$ cat src/sv/rmd_pkg.sv
// ----------------------------------------------------------------------------
// rmd_pkg
// Types and constants shared by the RESP message deframer modules.
// ----------------------------------------------------------------------------
package rmd_pkg;

  localparam int unsigned LenBitsDef   = 32;
  localparam int unsigned CountBitsDef = 16;
  localparam int unsigned IndexBits    = 16;

  localparam logic [7:0] CH_CR    = 8'h0D;
  localparam logic [7:0] CH_LF    = 8'h0A;
  localparam logic [7:0] CH_PLUS  = 8'h2B;
  localparam logic [7:0] CH_MINUS = 8'h2D;
  localparam logic [7:0] CH_COLON = 8'h3A;
  localparam logic [7:0] CH_DOLLAR = 8'h24;
  localparam logic [7:0] CH_STAR  = 8'h2A;
  localparam logic [7:0] CH_D0    = 8'h30;
  localparam logic [7:0] CH_D9    = 8'h39;

  typedef enum logic [2:0] {
    PH_TYPE    = 3'd0,
    PH_SCALAR  = 3'd1,
    PH_LENLINE = 3'd2,
    PH_DATA    = 3'd3,
    PH_ACOUNT  = 3'd4,
    PH_ASTART  = 3'd5,
    PH_AINT    = 3'd6,
    PH_IGNORE  = 3'd7
  } phase_e;

  typedef enum logic [2:0] {
    K_SIMPLE  = 3'd0,
    K_ERROR   = 3'd1,
    K_INTEGER = 3'd2,
    K_BULK    = 3'd3,
    K_ARRAY   = 3'd4
  } kind_e;

  typedef enum logic [1:0] {
    ST_OK         = 2'd0,
    ST_BADTYPE    = 2'd1,
    ST_BADFMT     = 2'd2,
    ST_INCOMPLETE = 2'd3
  } status_e;

  typedef struct packed {
    logic                 payload_valid;
    logic [7:0]           payload_byte;
    logic                 element_done;
    logic [IndexBits-1:0] element_index;
    logic [2:0]           resp_kind;
    logic                 msg_done;
    logic [1:0]           status;
  } result_t;

endpackage

$ cat src/sv/rmd_intf.sv
// ----------------------------------------------------------------------------
// rmd_in_if / rmd_out_if
// Valid/ready channels carrying message bytes in and deframed words out.
// ----------------------------------------------------------------------------
interface rmd_in_if;
  logic       valid;
  logic       ready;
  logic [7:0] rx_byte;
  logic       msg_last;

  modport source (output valid, output rx_byte, output msg_last, input ready);
  modport sink   (input valid, input rx_byte, input msg_last, output ready);
endinterface

interface rmd_out_if;
  logic        valid;
  logic        ready;
  logic        payload_valid;
  logic [7:0]  payload_byte;
  logic        element_done;
  logic [15:0] element_index;
  logic [2:0]  resp_kind;
  logic        msg_done;
  logic [1:0]  status;

  modport source (output valid, output payload_valid, output payload_byte,
                  output element_done, output element_index, output resp_kind,
                  output msg_done, output status, input ready);
  modport sink   (input valid, input payload_valid, input payload_byte,
                  input element_done, input element_index, input resp_kind,
                  input msg_done, input status, output ready);
endinterface

$ cat src/sv/rmd_core.sv
// ----------------------------------------------------------------------------
// rmd_core
// Input register, deframer state and the per-byte step that yields one result.
// ----------------------------------------------------------------------------
module rmd_core
  import rmd_pkg::*;
#(
  parameter int unsigned LEN_BITS   = LenBitsDef,
  parameter int unsigned COUNT_BITS = CountBitsDef
) (
  input  logic       clk_i,
  input  logic       rst_ni,
  rmd_in_if.sink     rx_i,
  input  logic       space_i,
  output logic       res_valid_o,
  output result_t    res_o
);

  logic       s1_valid_q, s1_valid_d;
  logic [7:0] s1_byte_q;
  logic       s1_last_q;
  logic       step;

  phase_e                phase_q, phase_d;
  kind_e                 kind_q, kind_d;
  logic [7:0]            h0_q, h0_d, h1_q, h1_d;
  logic [1:0]            hn_q, hn_d;
  logic [LEN_BITS-1:0]   len_q, len_d, tok_q, tok_d;
  logic [COUNT_BITS-1:0] want_q, want_d, done_q, done_d;
  status_e               err_q, err_d;

  logic                  push_en, clear_en, fail_en;
  status_e               fail_code;
  logic                  pv, ed, ei_set, prev_cr, is_digit;
  logic [7:0]            pb, c;
  logic [COUNT_BITS-1:0] ei_cnt, ei_sel;
  logic [LEN_BITS-1:0]   tok_inc, tok_line;
  logic [COUNT_BITS-1:0] done_inc, want_sat;
  logic [LEN_BITS+3:0]   acc10;
  logic                  acc_ovf;
  logic [LEN_BITS+COUNT_BITS-1:0] len_ext;
  logic [COUNT_BITS+IndexBits-1:0] ei_ext;

  assign rx_i.ready  = !s1_valid_q || space_i;
  assign step        = s1_valid_q && space_i;
  assign res_valid_o = step;
  assign c           = s1_byte_q;

  always_comb begin
    s1_valid_d = s1_valid_q;
    if (rx_i.valid && rx_i.ready) begin
      s1_valid_d = 1'b1;
    end else if (step) begin
      s1_valid_d = 1'b0;
    end
  end

  always_ff @(posedge clk_i or negedge rst_ni) begin
    if (!rst_ni) begin
      s1_valid_q <= 1'b0;
    end else begin
      s1_valid_q <= s1_valid_d;
    end
  end

  always_ff @(posedge clk_i) begin
    if (rx_i.valid && rx_i.ready) begin
      s1_byte_q <= rx_i.rx_byte;
      s1_last_q <= rx_i.msg_last;
    end
  end

  assign prev_cr  = (hn_q == 2'd1 && h0_q == CH_CR) || (hn_q == 2'd2 && h1_q == CH_CR);
  assign is_digit = (c >= CH_D0) && (c <= CH_D9);
  assign tok_inc  = (&tok_q) ? tok_q : tok_q + 1'b1;
  assign tok_line = (hn_q == 2'd2) ? tok_inc : tok_q;
  assign done_inc = (&done_q) ? done_q : done_q + 1'b1;
  assign acc10    = ({4'b0, len_q} << 3) + ({4'b0, len_q} << 1)
                  + {{LEN_BITS{1'b0}}, c[3:0]};
  assign acc_ovf  = acc10[LEN_BITS+3:LEN_BITS] != 4'b0;
  assign len_ext  = {{COUNT_BITS{1'b0}}, len_q};
  assign want_sat = ((len_ext >> COUNT_BITS) != '0) ? {COUNT_BITS{1'b1}}
                                                    : len_ext[COUNT_BITS-1:0];

  always_comb begin
    phase_d   = phase_q;
    kind_d    = kind_q;
    len_d     = len_q;
    tok_d     = tok_q;
    want_d    = want_q;
    done_d    = done_q;
    err_d     = err_q;
    push_en   = 1'b0;
    clear_en  = 1'b0;
    fail_en   = 1'b0;
    fail_code = ST_OK;
    pv        = 1'b0;
    pb        = 8'h00;
    ed        = 1'b0;
    ei_set    = 1'b0;
    ei_cnt    = '0;
    unique case (phase_q)
      PH_TYPE: begin
        clear_en = 1'b1;
        len_d    = '0;
        tok_d    = '0;
        priority if (c == CH_PLUS) begin
          kind_d  = K_SIMPLE;
          phase_d = PH_SCALAR;
        end else if (c == CH_MINUS) begin
          kind_d  = K_ERROR;
          phase_d = PH_SCALAR;
        end else if (c == CH_COLON) begin
          kind_d  = K_INTEGER;
          phase_d = PH_SCALAR;
        end else if (c == CH_DOLLAR) begin
          kind_d  = K_BULK;
          phase_d = PH_LENLINE;
        end else if (c == CH_STAR) begin
          kind_d  = K_ARRAY;
          phase_d = PH_ACOUNT;
        end else begin
          kind_d    = K_SIMPLE;
          fail_en   = 1'b1;
          fail_code = ST_BADTYPE;
        end
      end
      PH_SCALAR: begin
        if (hn_q == 2'd2) begin
          pv = 1'b1;
          pb = h0_q;
        end
        push_en = 1'b1;
      end
      PH_LENLINE, PH_ACOUNT: begin
        priority if (c == CH_LF && prev_cr) begin
          if (tok_q == '0) begin
            fail_en   = 1'b1;
            fail_code = ST_BADFMT;
          end else begin
            clear_en = 1'b1;
            tok_d    = '0;
            priority if (phase_q == PH_ACOUNT) begin
              want_d  = want_sat;
              done_d  = '0;
              phase_d = (want_sat == '0) ? PH_IGNORE : PH_ASTART;
            end else if (kind_q == K_BULK && len_q == '0) begin
              ed      = 1'b1;
              ei_set  = 1'b1;
              phase_d = PH_IGNORE;
            end else begin
              phase_d = PH_DATA;
            end
          end
        end else if (prev_cr) begin
          fail_en   = 1'b1;
          fail_code = ST_BADFMT;
        end else if (c == CH_CR) begin
          push_en = 1'b1;
        end else if (is_digit) begin
          len_d   = acc_ovf ? {LEN_BITS{1'b1}} : acc10[LEN_BITS-1:0];
          tok_d   = tok_inc;
          push_en = 1'b1;
        end else begin
          fail_en   = 1'b1;
          fail_code = ST_BADFMT;
        end
      end
      PH_ASTART: begin
        clear_en = 1'b1;
        len_d    = '0;
        tok_d    = '0;
        priority if (c == CH_COLON) begin
          phase_d = PH_AINT;
        end else if (c == CH_DOLLAR) begin
          phase_d = PH_LENLINE;
        end else begin
          fail_en   = 1'b1;
          fail_code = ST_BADFMT;
        end
      end
      PH_DATA, PH_AINT: begin
        if (phase_q == PH_DATA && kind_q == K_BULK) begin
          pv    = 1'b1;
          pb    = c;
          tok_d = tok_inc;
          if (tok_inc >= len_q) begin
            ed      = 1'b1;
            ei_set  = 1'b1;
            phase_d = PH_IGNORE;
          end
        end else begin
          if (hn_q == 2'd2) begin
            pv    = 1'b1;
            pb    = h0_q;
            tok_d = tok_inc;
          end
          if (c == CH_LF && prev_cr) begin
            clear_en = 1'b1;
            if (phase_q == PH_DATA && (len_q == '0 || tok_line != len_q)) begin
              fail_en   = 1'b1;
              fail_code = ST_BADFMT;
            end else begin
              ed      = 1'b1;
              ei_set  = 1'b1;
              ei_cnt  = done_q;
              done_d  = done_inc;
              phase_d = (done_inc >= want_q) ? PH_IGNORE : PH_ASTART;
            end
          end else begin
            push_en = 1'b1;
          end
        end
      end
      PH_IGNORE: begin
      end
      default: begin
      end
    endcase
    if (fail_en) begin
      phase_d = PH_IGNORE;
      if (err_q == ST_OK) begin
        err_d = fail_code;
      end
    end
  end

  always_comb begin
    h0_d = h0_q;
    h1_d = h1_q;
    hn_d = hn_q;
    priority if (clear_en || fail_en) begin
      h0_d = 8'h00;
      h1_d = 8'h00;
      hn_d = 2'd0;
    end else if (push_en) begin
      priority if (hn_q == 2'd2) begin
        h0_d = h1_q;
        h1_d = c;
      end else if (hn_q == 2'd1) begin
        h1_d = c;
        hn_d = 2'd2;
      end else begin
        h0_d = c;
        hn_d = 2'd1;
      end
    end
  end

  assign ei_sel = ei_set ? ei_cnt : ((kind_d == K_ARRAY) ? done_d : '0);
  assign ei_ext = {{IndexBits{1'b0}}, ei_sel};

  always_comb begin
    res_o.payload_valid = pv;
    res_o.payload_byte  = pb;
    res_o.element_done  = ed;
    res_o.element_index = ei_ext[IndexBits-1:0];
    res_o.resp_kind     = kind_d;
    res_o.msg_done      = s1_last_q;
    res_o.status        = ST_OK;
    if (s1_last_q) begin
      if (phase_d == PH_SCALAR || (phase_d == PH_DATA && kind_d == K_BULK)) begin
        res_o.element_done  = 1'b1;
        res_o.element_index = '0;
      end
      priority if (err_d != ST_OK) begin
        res_o.status = err_d;
      end else if (kind_d == K_ARRAY && phase_d != PH_IGNORE) begin
        res_o.status = ST_INCOMPLETE;
      end else begin
        res_o.status = ST_OK;
      end
    end
  end

  always_ff @(posedge clk_i or negedge rst_ni) begin
    if (!rst_ni) begin
      phase_q <= PH_TYPE;
      kind_q  <= K_SIMPLE;
      h0_q    <= 8'h00;
      h1_q    <= 8'h00;
      hn_q    <= 2'd0;
      len_q   <= '0;
      tok_q   <= '0;
      want_q  <= '0;
      done_q  <= '0;
      err_q   <= ST_OK;
    end else if (step) begin
      if (s1_last_q) begin
        phase_q <= PH_TYPE;
        kind_q  <= K_SIMPLE;
        h0_q    <= 8'h00;
        h1_q    <= 8'h00;
        hn_q    <= 2'd0;
        len_q   <= '0;
        tok_q   <= '0;
        want_q  <= '0;
        done_q  <= '0;
        err_q   <= ST_OK;
      end else begin
        phase_q <= phase_d;
        kind_q  <= kind_d;
        h0_q    <= h0_d;
        h1_q    <= h1_d;
        hn_q    <= hn_d;
        len_q   <= len_d;
        tok_q   <= tok_d;
        want_q  <= want_d;
        done_q  <= done_d;
        err_q   <= err_d;
      end
    end
  end

endmodule

$ cat src/sv/rmd_outbuf.sv
// ----------------------------------------------------------------------------
// rmd_outbuf
// Two-word result buffer that decouples the step logic from the output side.
// ----------------------------------------------------------------------------
module rmd_outbuf
  import rmd_pkg::*;
(
  input  logic    clk_i,
  input  logic    rst_ni,
  input  logic    push_i,
  input  result_t data_i,
  output logic    space_o,
  output logic    valid_o,
  input  logic    ready_i,
  output result_t data_o
);

  result_t    e0_q, e0_d, e1_q, e1_d;
  logic [1:0] cnt_q, cnt_d;
  logic       pop;

  assign pop     = valid_o && ready_i;
  assign valid_o = cnt_q != 2'd0;
  assign space_o = cnt_q != 2'd2;
  assign data_o  = e0_q;

  always_comb begin
    e0_d  = e0_q;
    e1_d  = e1_q;
    cnt_d = cnt_q;
    priority if (push_i && pop) begin
      if (cnt_q == 2'd2) begin
        e0_d = e1_q;
        e1_d = data_i;
      end else begin
        e0_d = data_i;
      end
    end else if (push_i) begin
      if (cnt_q == 2'd0) begin
        e0_d = data_i;
      end else begin
        e1_d = data_i;
      end
      cnt_d = cnt_q + 2'd1;
    end else if (pop) begin
      e0_d  = e1_q;
      cnt_d = cnt_q - 2'd1;
    end
  end

  always_ff @(posedge clk_i or negedge rst_ni) begin
    if (!rst_ni) begin
      cnt_q <= 2'd0;
    end else begin
      cnt_q <= cnt_d;
    end
  end

  always_ff @(posedge clk_i) begin
    e0_q <= e0_d;
    e1_q <= e1_d;
  end

endmodule

$ cat src/sv/resp_message_deframer_top.sv
// ----------------------------------------------------------------------------
// resp_message_deframer_top
// Streaming RESP2 deframer: one message byte in, one status/payload word out.
// ----------------------------------------------------------------------------
//  port   | dir | words carried
//  rx_i   | in  | rx_byte, msg_last
//  tx_o   | out | payload_valid/byte, element_done/index, resp_kind, msg_done, status
//
//  One byte per cycle sustained unless tx_o stalls; a word is offered on tx_o once its
//  byte has passed the input register and the step logic into a two-word result buffer.
//  Asynchronous reset clears all message state; the block is ready at once.
//  A stalled output fills the buffer, then the input register, then drops rx_i.ready.
module resp_message_deframer_top
  import rmd_pkg::*;
#(
  parameter int unsigned LEN_BITS   = LenBitsDef,
  parameter int unsigned COUNT_BITS = CountBitsDef
) (
  input  logic      clk_i,
  input  logic      rst_ni,
  rmd_in_if.sink    rx_i,
  rmd_out_if.source tx_o
);

  logic    res_valid, space;
  result_t res, head;

  rmd_core #(
    .LEN_BITS  (LEN_BITS),
    .COUNT_BITS(COUNT_BITS)
  ) u_core (
    .clk_i      (clk_i),
    .rst_ni     (rst_ni),
    .rx_i       (rx_i),
    .space_i    (space),
    .res_valid_o(res_valid),
    .res_o      (res)
  );

  rmd_outbuf u_outbuf (
    .clk_i  (clk_i),
    .rst_ni (rst_ni),
    .push_i (res_valid),
    .data_i (res),
    .space_o(space),
    .valid_o(tx_o.valid),
    .ready_i(tx_o.ready),
    .data_o (head)
  );

  assign tx_o.payload_valid = head.payload_valid;
  assign tx_o.payload_byte  = head.payload_byte;
  assign tx_o.element_done  = head.element_done;
  assign tx_o.element_index = head.element_index;
  assign tx_o.resp_kind     = head.resp_kind;
  assign tx_o.msg_done      = head.msg_done;
  assign tx_o.status        = head.status;

endmodule

$ cat src/flat_wrapper.sv
// flat-port wrapper written by rule: the top's interface ports become plain ports
module resp_message_deframer_top_flat import rmd_pkg::*;
#(
  parameter int unsigned LEN_BITS   = LenBitsDef,
  parameter int unsigned COUNT_BITS = CountBitsDef
)
  (clk_i, rst_ni, rx_i_valid, rx_i_rx_byte, rx_i_msg_last, rx_i_ready, tx_o_valid, tx_o_payload_valid, tx_o_payload_byte, tx_o_element_done, tx_o_element_index, tx_o_resp_kind, tx_o_msg_done, tx_o_status, tx_o_ready);
  rmd_in_if rx_i_i ();
  rmd_out_if tx_o_i ();
  input  logic clk_i;
  input  logic rst_ni;
  input wire logic [$bits(rx_i_i.valid)-1:0] rx_i_valid;
  input wire logic [$bits(rx_i_i.rx_byte)-1:0] rx_i_rx_byte;
  input wire logic [$bits(rx_i_i.msg_last)-1:0] rx_i_msg_last;
  output wire logic [$bits(rx_i_i.ready)-1:0] rx_i_ready;
  output wire logic [$bits(tx_o_i.valid)-1:0] tx_o_valid;
  output wire logic [$bits(tx_o_i.payload_valid)-1:0] tx_o_payload_valid;
  output wire logic [$bits(tx_o_i.payload_byte)-1:0] tx_o_payload_byte;
  output wire logic [$bits(tx_o_i.element_done)-1:0] tx_o_element_done;
  output wire logic [$bits(tx_o_i.element_index)-1:0] tx_o_element_index;
  output wire logic [$bits(tx_o_i.resp_kind)-1:0] tx_o_resp_kind;
  output wire logic [$bits(tx_o_i.msg_done)-1:0] tx_o_msg_done;
  output wire logic [$bits(tx_o_i.status)-1:0] tx_o_status;
  input wire logic [$bits(tx_o_i.ready)-1:0] tx_o_ready;
  assign rx_i_i.valid = rx_i_valid;
  assign rx_i_i.rx_byte = rx_i_rx_byte;
  assign rx_i_i.msg_last = rx_i_msg_last;
  assign rx_i_ready = rx_i_i.ready;
  assign tx_o_valid = tx_o_i.valid;
  assign tx_o_payload_valid = tx_o_i.payload_valid;
  assign tx_o_payload_byte = tx_o_i.payload_byte;
  assign tx_o_element_done = tx_o_i.element_done;
  assign tx_o_element_index = tx_o_i.element_index;
  assign tx_o_resp_kind = tx_o_i.resp_kind;
  assign tx_o_msg_done = tx_o_i.msg_done;
  assign tx_o_status = tx_o_i.status;
  assign tx_o_i.ready = tx_o_ready;
  resp_message_deframer_top #(.LEN_BITS(LEN_BITS), .COUNT_BITS(COUNT_BITS)) u_core (.clk_i(clk_i), .rst_ni(rst_ni), .rx_i(rx_i_i), .tx_o(tx_o_i));
endmodule
$ cat config.mk
export PLATFORM = sky130hd
export DESIGN_NAME = resp_message_deframer_top_flat
export DESIGN_NICKNAME = d
export VERILOG_FILES = /design/src/sv/rmd_pkg.sv /design/src/sv/rmd_intf.sv /design/src/sv/rmd_core.sv /design/src/sv/rmd_outbuf.sv /design/src/sv/resp_message_deframer_top.sv /design/src/flat_wrapper.sv
export SDC_FILE = /design/constraint.sdc
export NUM_CORES = 1
export LEC_CHECK = 0
export ABC_AREA = 1
export BUFFER_PORTS_ARGS = -buffer_cell sky130_fd_sc_hd__buf_2
export CAP_MARGIN = 20
export CORE_ASPECT_RATIO = 0.9
export CORE_MARGIN = 1.5
export CORE_UTILIZATION = 40
export DETAILED_ROUTE_END_ITERATION = 16
export GPL_TIMING_DRIVEN = 0
export PLACE_DENSITY = 0.63
export SYNTH_ARGS = -nofsm -noshare
export SYNTH_HDL_FRONTEND = slang
export SYNTH_SLANG_ARGS = --single-unit
export TNS_END_PERCENT = 10
$ cat constraint.sdc
create_clock -name clk_i -period 4.5 [get_ports clk_i]
set_input_delay 0 -clock clk_i [delete_from_list [all_inputs] [get_ports clk_i]]
set_output_delay 0 -clock clk_i [all_outputs]
set_load 0.03 [all_outputs]
==> impl_metrics.csv <==
group,metric,value,unit
global_route,grt_usage,0.2429,
sta,slew_headroom,0.3412,
cells_and_area,n_fill_cell,4059,
power,p_per_area,529.6,nW/um2
die,pin_count,47,
sta,finalHoldViolations,0,
worst_setup_path,rrSetupSlack,0.15,ns
synth,syn_inst,2289,
synth,yosys.area.top_type_share,0.1945,
synth,synth-warning-count,0,
worst_setup_path,critPathLaunchType,"flip-flop",
synth,synthSimpleGateAreaFrac,0.3070,
synth,synth_area_leaders,"dfrtp_1, nand2_1, edfxtp_1",
sta,worst_slew_pin_slew,0.9855,ns
synth,syn_avg_cell_area,7.026,um2
synth,synth_fp_nets,2419,
synth,synthFlopType,"dfrtp_1",
die,die_w,214.4,um
global_route,antenna_found_initial,0,
worst_setup_path,r2r-start,"u_core.u_core.done_q[1]",
synth,syn_area,16080,um2
detailed_routing,drt_first_iter_violations,1465,
sta,fin_crit_sh,0.9670,
synth,async_flop_share,0.6313,
clock_network,cts_tree,"yes",
detailed_routing,wl_per_cell,17.15,um
status,status,"completed",
worst_setup_path,critical_path_required,4.69,ns
power,p_total,0.009646,W
cells_and_area,final_common_cell,"nand2_1",
synth,synth_fa_ha_area_frac,0.09196,
power,peakVddDrop,0.3371,mV
clock_network,ctsHtreeMaxLevel,4,
sta,finClkSkew,0.01786,ns
die,fp.coreArea,39540,um2
sta,setup_violations,0,
global_route,grt_max_degree,67,
global_route,grt_pass1_wl,80700,um
cells_and_area,most-common-layout-cells,"nand2_1, inv_1, nand3_1, nor2_1, o21ai_0",
clock_network,root_buffer,"clkbuf_16",
synth,synth-seq-cells,198,
die,die_area,41420,um2
die,dieHeight,193.2,um
detailed_routing,via_count,15970,
placed_design,finalWeightedCongestion,0.9753,
synth,synth-edff-count,73,
worst_setup_path,criticalPathCategory,"reg2reg",
detailed_routing,dr.pass1.iters,6,
worst_setup_path,critical_path_arrival,4.54,ns
detailed_routing,routed_wl,50220,um
clock_network,clkLatencyLatePin,0.47,ns
worst_setup_path,reg2reg_to,"u_core.u_outbuf.data_o[21]",
sta,final.setup.tns,0,ns
synth,synth_largest_area_cell,"dfrtp_1",
sta,rsz0062_at_grt,"true",
worst_setup_path,r2r_cells,26,
synth,synth_xor_area_frac,0.03151,
power,leakagePower,8.970,nW
cells_and_area,insertedDiodeCount,0,
synth,synth_top_family_by_area,"simple AND/OR/NAND/NOR gates",
sta,fmax,0.2298,GHz
synth,synth_mux_area_frac,0.01494,
global_route,grt_pass1_vias,15090,
job,max_cap_violations,0,
hold_path,hold_class,"in2async",
die,rows,69,
cells_and_area,syn2layout_area_growth,13.24,%
clock_network,cts_made_buffers,17,
clock_network,cts.path.max_buffers,2,
synth,synth-seq-area-share,0.3308,
placed_design,portBuffers,46,
placed_design,dp_hpwl,38860,um
worst_setup_path,critPathCaptureType,"flip-flop",
cells_and_area,fin_util,0.4606,
global_route,grt-ovfl-total,0,
detailed_routing,vias_per_cell,5.453,
detailed_routing,postRouteAntennaNets,0,
detailed_routing,route.detailed.drc,0,
clock_network,clk_pin_slew,0.09,ns
sta,finalCriticalPeriod,4.351,ns
cells_and_area,drive_above_1_share,0.09846,
synth,synth_cell_types,59,
cells_and_area,fin_nets,2514,
clock_network,cts.sinks,198,
synth,synth_compound_area_frac,0.1321,
worst_setup_path,path_max_fanout,5,
sta,maxSlewViolCount,0,
die,initial_utilization,0.4067,
==> how the worst max path moves through the flow <==
stage | startpoint | to
floorplan | u_core.u_core.tok_q[0] | u_core.u_outbuf.data_o[22]
detailed placement | u_core.u_core.tok_q[0] | u_core.u_outbuf.data_o[22]
finish | u_core.u_core.done_q[1] | u_core.u_outbuf.data_o[21]
global placement | u_core.u_core.tok_q[0] | u_core.u_outbuf.data_o[22]
CTS | u_core.u_core.len_q[0] | u_core.u_core.len_q[31]
global route | u_core.u_core.done_q[1] | u_core.u_outbuf.data_o[16]
==> Yosys cell counts, types with 2 or more instances <==
cell type  number
nand2_1       656
edfxtp_1       73
o22ai_1        37
buf_1           3
nor2_1        176
clkbuf_1       52
o21bai_1        7
nand2_2        16
nor3_1         25
ha_1          115
nand4_1        34
a211oi_1        6
or2_2           2
a21oi_2         3
a21boi_0        3
nand3_2         4
a21oi_1        97
o21ai_2         6
inv_2           9
o21ai_1        12
nor2_2         10
a22oi_1         4
nand2_4         6
nor2_8          2
o211ai_1       14
xnor2_1        19
nor4_1         19
nor2_4          3
o31ai_1         4
xor2_1         37
nand3_1       181
o221ai_1        3
clkinv_1        5
o21a_1          3
mux2i_1        24
fa_1            2
o21ai_0       145
buf_2          18
buf_6           4
nand3b_1        5
a31oi_1        13
dfrtp_1       125
o32ai_1         5
nand3_4         2
inv_1         286
==> report_power, final <==
group          internal (W)  leakage [nW]  switching [W]
Clock              0.000800         0.283       0.000788
Combinational       0.00167          6.26        0.00354
Sequential          0.00249          2.43       0.000357
Total               0.00496          8.97        0.00469
==> critical path, stage by stage (launching register included) <==
cell       delay, ns
dfrtp_1         0.43
ha_2            0.22
nand2_2         0.07
nor3_4          0.24
nand3_4         0.14
nor2_4          0.14
nand2_4         0.08
o21ai_4         0.14
o21ai_0         0.08
o21ai_1         0.14
inv_1           0.07
ha_1            0.31
nand2_1         0.08
inv_1           0.04
o21ai_2         0.13
a21oi_2         0.09
a2111oi_4       0.35
o31ai_1         0.12
a31oi_1         0.27
nand4_1         0.14
nand2_1         0.11
nand3_2         0.11
nand2_2         0.11
nand2_4         0.10
clkbuf_16       0.18
nand2_1         0.08
mux2i_1         0.07
==> registers in the layout (all words and copies together), names as in the netlist <==
signal,count
u_core.u_outbuf.cnt_q,2
u_core.u_core.s1_valid_q,1
u_core.u_core.c,8
u_core.u_outbuf.e1_q,32
u_core.u_core.err_q,2
u_core.u_core.done_q,16
u_core.u_core.h0_q,8
u_core.u_core.len_q,32
u_core.u_core.want_q,16
u_core.u_core.hn_q,2
u_core.u_core.tok_q,32
u_core.u_core.phase_q,3
u_core.u_core.s1_last_q,1
u_core.u_core.kind_q,3
u_core.u_core.h1_q,8
u_core.u_outbuf.data_o,32
==> stage by stage <==
stage	std cells	hold slack (ns)	setup slack, ns	instance area, um2
2_1_floorplan	2289	-0.2956	0.6140	16080
6_report	2929	0.07969	0.1487	18210
4_1_cts	2916	0.06463	0.004347	17870
5_1_grt	2929	0.1006	-0.05847	18210
3_3_place_gp	2867	0.1799	-0.6375	16980
3_5_place_dp	2869	0.02332	-0.6813	17060
==> layer usage <==
metal,wire [um],track usage
met1,23330,0.3524
met3,4079,0.04465
met5,0,0
met2,21690,0.3690
met4,1114,0.06573
==> repair_timing <==
item | CTS | global route
setup buffers | 4 | 13
gates cloned | 0 | 1
endpoints found under the hold margin | 72 | 0
setup endpoints to repair | 69 | 69
pin swaps | 2 | 15
hold buffers | 11 | 0
gates resized for setup | 26 | 60
==> kinds of logic (layout without fill, tap and decap cells) <==
kind of cell,count (synthesis),in the layout
xor+xnor,57,57
buf+inv,378,486
fa+ha+maj,117,117
compound gates,371,371
simple gates,1144,1144
flops,198,198
mux,24,24
==> layout make-up <==
class / instances / area, um2 / share of cell area
timing repair buffer: 77 / 566.8 / 0.03112
clock buffer: 19 / 442.9 / 0.02432
sequential: 198 / 5328 / 0.2925
clock inverter: 13 / 143.9 / 0.007901
multi-input combinational: 1713 / 9558 / 0.5248
inverter: 300 / 1126 / 0.06183
buffer: 77 / 381.6 / 0.02095
tap: 532 / 665.6 / 0.03655
Note: power is estimated with default switching activity, not from simulation.
